$ cat src/hw/rtl/pvw_pkg.sv
package pvw_pkg;

    // fixed formats
    localparam int SPAN_W      = 7;
    localparam int VOL_W       = 32;
    localparam int LOG_FRAC    = 24;
    localparam int LOG_CNT_W   = 5;
    localparam int MANT_W      = 32;
    localparam int MUL_A_W     = 32;
    localparam int MUL_B_W     = 36;
    localparam int MUL_P_W     = MUL_A_W + MUL_B_W;
    localparam int LN_SHIFT    = 37;
    localparam int DIV_SHIFT   = 42;
    localparam int FOURLN2_W   = 34;
    localparam int QUO_W       = 64;
    localparam int SQRT_STEPS  = 32;

    localparam logic [SPAN_W-1:0]    SPAN_RESET  = 7'd20;
    localparam logic [MUL_B_W-1:0]   LN2_Q32     = 36'h0_B172_17F8;
    localparam logic [MUL_B_W-1:0]   FOURLN2_Q32 = 36'h2_C5C8_5FDF;
    localparam logic [QUO_W-1:0]     SQRT_TOP    = 64'h4000_0000_0000_0000;

    typedef enum logic [3:0] {
        ST_IDLE,
        ST_NORM,
        ST_LOG,
        ST_DIFF,
        ST_LN,
        ST_ROUND,
        ST_TERM,
        ST_OLD,
        ST_UPDATE,
        ST_SCALE,
        ST_START,
        ST_WAIT,
        ST_OUT
    } pvw_state_t;

    typedef enum logic [1:0] {
        DS_IDLE,
        DS_DIV,
        DS_SQRT,
        DS_DONE
    } ds_state_t;

endpackage

$ cat src/hw/rtl/pvw_divsqrt.sv
module pvw_divsqrt
    import pvw_pkg::*;
#(
    parameter int NUM_W = 55,
    parameter int DEN_W = 41
)
(
    input  logic             clk,
    input  logic             rst_n,
    input  logic             start,
    input  logic [NUM_W-1:0] num,
    input  logic [DEN_W-1:0] den,
    output logic             done,
    output logic [VOL_W-1:0] root
);

    localparam int NUMX = NUM_W + DIV_SHIFT;
    localparam int CW   = $clog2(NUMX);

    ds_state_t         state_reg, state_next;
    logic [CW-1:0]     cnt_reg;
    logic [NUMX-1:0]   num_reg;
    logic [DEN_W-1:0]  rem_reg;
    logic [QUO_W-1:0]  quo_reg;
    logic [QUO_W-1:0]  v_reg;
    logic [QUO_W-1:0]  res_reg;
    logic [QUO_W-1:0]  sq_bit_reg;

    logic [DEN_W:0]    rem_sh;
    logic              ge;
    logic [QUO_W-1:0]  quo_new;
    logic [QUO_W-1:0]  trial;
    logic              fits;

    // one quotient bit per cycle, restoring
    assign rem_sh  = {rem_reg, num_reg[NUMX-1]};
    assign ge      = rem_sh >= {1'b0, den};
    assign quo_new = {quo_reg[QUO_W-2:0], ge};

    // one root bit per cycle
    assign trial = res_reg + sq_bit_reg;
    assign fits  = v_reg >= trial;

    always_comb
    begin
        state_next = state_reg;
        case (state_reg)
            DS_IDLE: if (start) state_next = DS_DIV;
            DS_DIV:  if (cnt_reg == '0) state_next = DS_SQRT;
            DS_SQRT: if (cnt_reg == '0) state_next = DS_DONE;
            DS_DONE: state_next = DS_IDLE;
            default: state_next = DS_IDLE;
        endcase
    end

    always_comb
    begin
        done = (state_reg == DS_DONE);
        root = res_reg[VOL_W-1:0];
    end

    always_ff @(posedge clk or negedge rst_n)
    begin
        if (!rst_n)
        begin
            state_reg <= DS_IDLE;
        end
        else
        begin
            state_reg <= state_next;
        end
    end

    always_ff @(posedge clk)
    begin
        case (state_reg)
            DS_IDLE:
            begin
                num_reg <= {num, {DIV_SHIFT{1'b0}}};
                rem_reg <= '0;
                quo_reg <= '0;
                cnt_reg <= CW'(NUMX - 1);
            end
            DS_DIV:
            begin
                // remainder stays below the divisor
                rem_reg <= ge ? DEN_W'(rem_sh - {1'b0, den}) : DEN_W'(rem_sh);
                quo_reg <= quo_new;
                num_reg <= num_reg << 1;
                cnt_reg <= cnt_reg - 1'b1;
                if (cnt_reg == '0)
                begin
                    v_reg      <= quo_new;
                    res_reg    <= '0;
                    sq_bit_reg <= SQRT_TOP;
                    cnt_reg    <= CW'(SQRT_STEPS - 1);
                end
            end
            DS_SQRT:
            begin
                if (fits)
                begin
                    v_reg   <= v_reg - trial;
                    res_reg <= (res_reg >> 1) + sq_bit_reg;
                end
                else
                begin
                    res_reg <= res_reg >> 1;
                end
                sq_bit_reg <= sq_bit_reg >> 2;
                cnt_reg    <= cnt_reg - 1'b1;
            end
            default:
            begin
            end
        endcase
    end

endmodule

$ cat config.mk
export PLATFORM = sky130hd
export DESIGN_NAME = pvw_divsqrt
export DESIGN_NICKNAME = d
export VERILOG_FILES = /design/src/hw/rtl/pvw_pkg.sv /design/src/hw/rtl/pvw_divsqrt.sv
export SDC_FILE = /design/constraint.sdc
export NUM_CORES = 1
export LEC_CHECK = 0
export ABC_CLOCK_PERIOD_IN_PS = 18700
export BUFFER_PORTS_ARGS = -buffer_cell sky130_fd_sc_hd__buf_2
export CAP_MARGIN = 5
export CORE_ASPECT_RATIO = 0.75
export CORE_MARGIN = 5
export CORE_UTILIZATION = 45
export CTS_CLUSTER_DIAMETER = 150
export DETAILED_ROUTE_END_ITERATION = 8
export GPL_TIMING_DRIVEN = 0
export MAX_ROUTING_LAYER = met4
export SYNTH_ARGS = -nofsm -noshare
export SYNTH_HDL_FRONTEND = slang
export SYNTH_SLANG_ARGS = --single-unit
$ cat constraint.sdc
create_clock -name clk -period 18.7 [get_ports clk]
set_clock_uncertainty 0.1 [all_clocks]
set_input_delay 1.87 -clock clk [delete_from_list [all_inputs] [get_ports clk]]
set_output_delay 1.87 -clock clk [all_outputs]
set_load 0.02 [all_outputs]
==> metrics.yaml <==
hold_path_class: "reg -> reg"
finalHoldViolCount: 0
routed_wirelength_mm: 76.7
relSlewSlack_pct: 13.9
initial_core_util_pct: 45.2
cts-resized-gates: 0
dp_hpwl_mm: 58.7
hold_start: "quo_reg[2]$_SDFFCE_PN0P_"
cp_data_required_time_ns: 18.86
syn_area_um2: 25200
period_minus_slack_ns: 7.19
cts_tree: "built"
multiInputGateArea_um2: 14300
core_area_um2: 55700
crit_fanout: 25
antenna_found_initial: 5
fillers: 5214
cts_hold_buf: 0
synth_flop_cell: "edfxtp_1"
ys_seq_area_share_pct: 39.0
synth.most_common_cell: "edfxtp_1"
async_reset_ff_share_pct: 0.610
drive_gt1_share_pct: 14.8
fin_crit_sh_pct: 38.5
crit_slowest_cell: "edfxtp_1"
drv_cap: 0
grt_usage_pct: 24.7
timing.setup.tns_ns: 0
fp.dieH_um: 215
worst-slew-pin-transition_ns: 1.29
synth_top_cell_by_area: "edfxtp_1"
holdPathStages: 2
grt_pass1_vias: 19800
yosysUniqueCellTypes: 95
die-area_um2: 60900
p_leak_uw: 0.0112
numCtsBuffers: 39
htree_levels: 2
vias: 21400
end_kind: "flop"
gp_congestion: 0.956
fmax_mhz: 139
clk_latency_ns: 0.57
final_antenna_net_count: 0
power.total_uw: 2620
r2r_cells: 21
setup_viol: 0
postPlaceCellArea_um2: 27000
synth_top_area_share_pct: 38.8
synth_warnings: 0
cts_buffer_depth: 3
syn_nets: 2905
timing.rr.end: "v_reg[54]$_DFFE_PP_"
synth_edf_count: 326
grt_overflow: 0
post-cts-setup-buffer-count: 0
floorplan.rows: 75
dr.pass1.iters: 5
rsz0062_at_grt: "no"
synth_area_per_cell_um2: 9.60
wire_per_inst_um: 21.5
fin_area_um2: 28300
cts_sinks: 328
post-route-drc-count: 0
portBuffers: 131
rr_startpoint: "res_reg[10]$_SDFFCE_PN0P_"
critPathKind: "reg -> reg"
io_pins: 132
seqCellArea_um2: 9840
crit_arrival_ns: 7.35
hold_end: "v_reg[3]$_DFFE_PP_"
crit_path_start_kind: "flop"
die_width_um: 283
cpPeakStageDelay_ns: 0.50
slew_violations: 0
synth.area.top_cells: "edfxtp_1 39%, ha_1 8.8%, mux2_2 4.4%"
first_iter_violations: 2096
final_core_util_pct: 50.8
grt_max_degree: 75
fin_nets: 3086
yosys-top-cells-count: "326 x edfxtp_1, 230 x nor2_1, 196 x nand2_1"
synth-seq-cells: 328
whs_ns: 0.436
cts_root_buffer: "clkbuf_16"
worstPathCellList: "ha_1, a31o_2, a31oi_1, a21bo_2, a21oi_1, o21ai_1, a21oi_1, nand2b_1, a41oi_1, xor2_1, ha_1, clkbuf_1, nand4_1, nor4_1, nand4_1, a2bb2oi_1, o211a_1, buf_2, a21boi_4, buf_12, buf_12"
cts.reportedPaths.clkPinSlew_ns: 0.06
outcome: "complete, no violations"
viasPerCell: 5.99
synthCells: 2627
ff2ff_setup_slack_ns: 11.51
power_density_nw_per_um2: 92.6
grt_pass1_wl_mm: 117
ir_drop_mv: 0.0619
areaGrowthSynthToFinish_pct: 12.2
[critical path: cells and delay by family (launching register included)]
| kind | cells | cell delay [ns] |
|---|---|---|
| adders and majority gates | 2 | 0.69 |
| and+or+nand+nor | 4 | 1.22 |
| buffers and inverters | 4 | 1.16 |
| DFF | 1 | 0.50 |
| AOI/OAI and AO/OA | 10 | 2.99 |
| xor gates and xnor gates | 1 | 0.14 |
[per-layer routing]
metal | up-vias | global-route usage (%) | wire (um)
met5 | - | - | 0
met4 | 0 | 5.34 | 1540
met1 | 10300 | 38.6 | 38100
met3 | 113 | 3.83 | 6690
li1 | 10100 | - | -
met2 | 876 | 33.4 | 30400
[cell type report]
| cell class | instances | share of cell area, % |
|---|---|---|
| repair buffers | 140 | 2.98 |
| well taps | 731 | 3.23 |
| clock buffers | 47 | 3.63 |
| multi-input cells | 2058 | 50.6 |
| clock inverters | 25 | 0.906 |
| flip-flops and latches | 328 | 34.8 |
| diodes | 3 | 0.0265 |
| plain buffers | 145 | 2.53 |
| inverters | 96 | 1.27 |
[power by group]
group / internal (uW) / switching (uW) / total, uW
Combinational: 354 / 444 / 798
Clock: 461 / 328 / 790
Sequential: 968 / 65.0 / 1030
[cells in the final DEF, fill, tap and decap left out, types with 26 or more instances in the layout]
master / synthesis / layout
edfxtp_1: 326 / 326
nor2_1: 230 / 230
nand2_1: 196 / 195
a21oi_1: 182 / 182
ha_1: 177 / 177
buf_2: 26 / 157
o21ai_0: 140 / 139
and2_1: 103 / 103
mux2_2: 99 / 99
xnor2_1: 98 / 98
xor2_1: 97 / 97
inv_1: 95 / 95
clkbuf_1: 80 / 87
a21o_1: 81 / 81
a31oi_1: 62 / 62
nand4_1: 59 / 59
nand3_1: 54 / 54
a211oi_1: 44 / 44
nor3_1: 42 / 42
clkbuf_16: 0 / 40
mux2i_1: 35 / 35
o21bai_1: 34 / 34
buf_4: 33 / 33
o21a_1: 29 / 29
and3_1: 26 / 26
[logic make-up (layout without fill, tap and decap cells)]
family | after synthesis | count (layout) | share of synthesized area [%]
AND/OR/NAND/NOR | 817 | 817 | 15.9
AO/OA/AOI/OAI | 733 | 733 | 19.3
flip-flops | 328 | 328 | 39.0
buffers and inverters | 241 | 453 | 4.27
XOR/XNOR | 195 | 195 | 6.77
adder cells (fa/ha/maj) | 179 | 179 | 8.94
multiplexers | 134 | 134 | 5.81
other | 0 | 3 | 0
[how the worst max path moves through the flow]
stage | to | from | cells after the start
after floorplan | v_reg[0]$_DFFE_PP_ | state_reg[0]$_DFFE_PN0P_ | 7
after global placement | v_reg[54]$_DFFE_PP_ | state_reg[0]$_DFFE_PN0P_ | 7
after detailed placement | v_reg[57]$_DFFE_PP_ | res_reg[8]$_SDFFCE_PN0P_ | 21
after CTS | v_reg[54]$_DFFE_PP_ | res_reg[10]$_SDFFCE_PN0P_ | 21
after global routing | v_reg[54]$_DFFE_PP_ | res_reg[10]$_SDFFCE_PN0P_ | 21
final | v_reg[54]$_DFFE_PP_ | res_reg[10]$_SDFFCE_PN0P_ | 21
[metrics by stage]
step                      worst slack [ns]  instances
after floorplan                       5.11       2627
after detailed placement             11.67       3497
after CTS                            11.61       3569
after global placement               -2.58       3489
final                                11.51       3573
after global routing                 11.16       3573
Note: power is estimated with default switching activity, not from simulation.
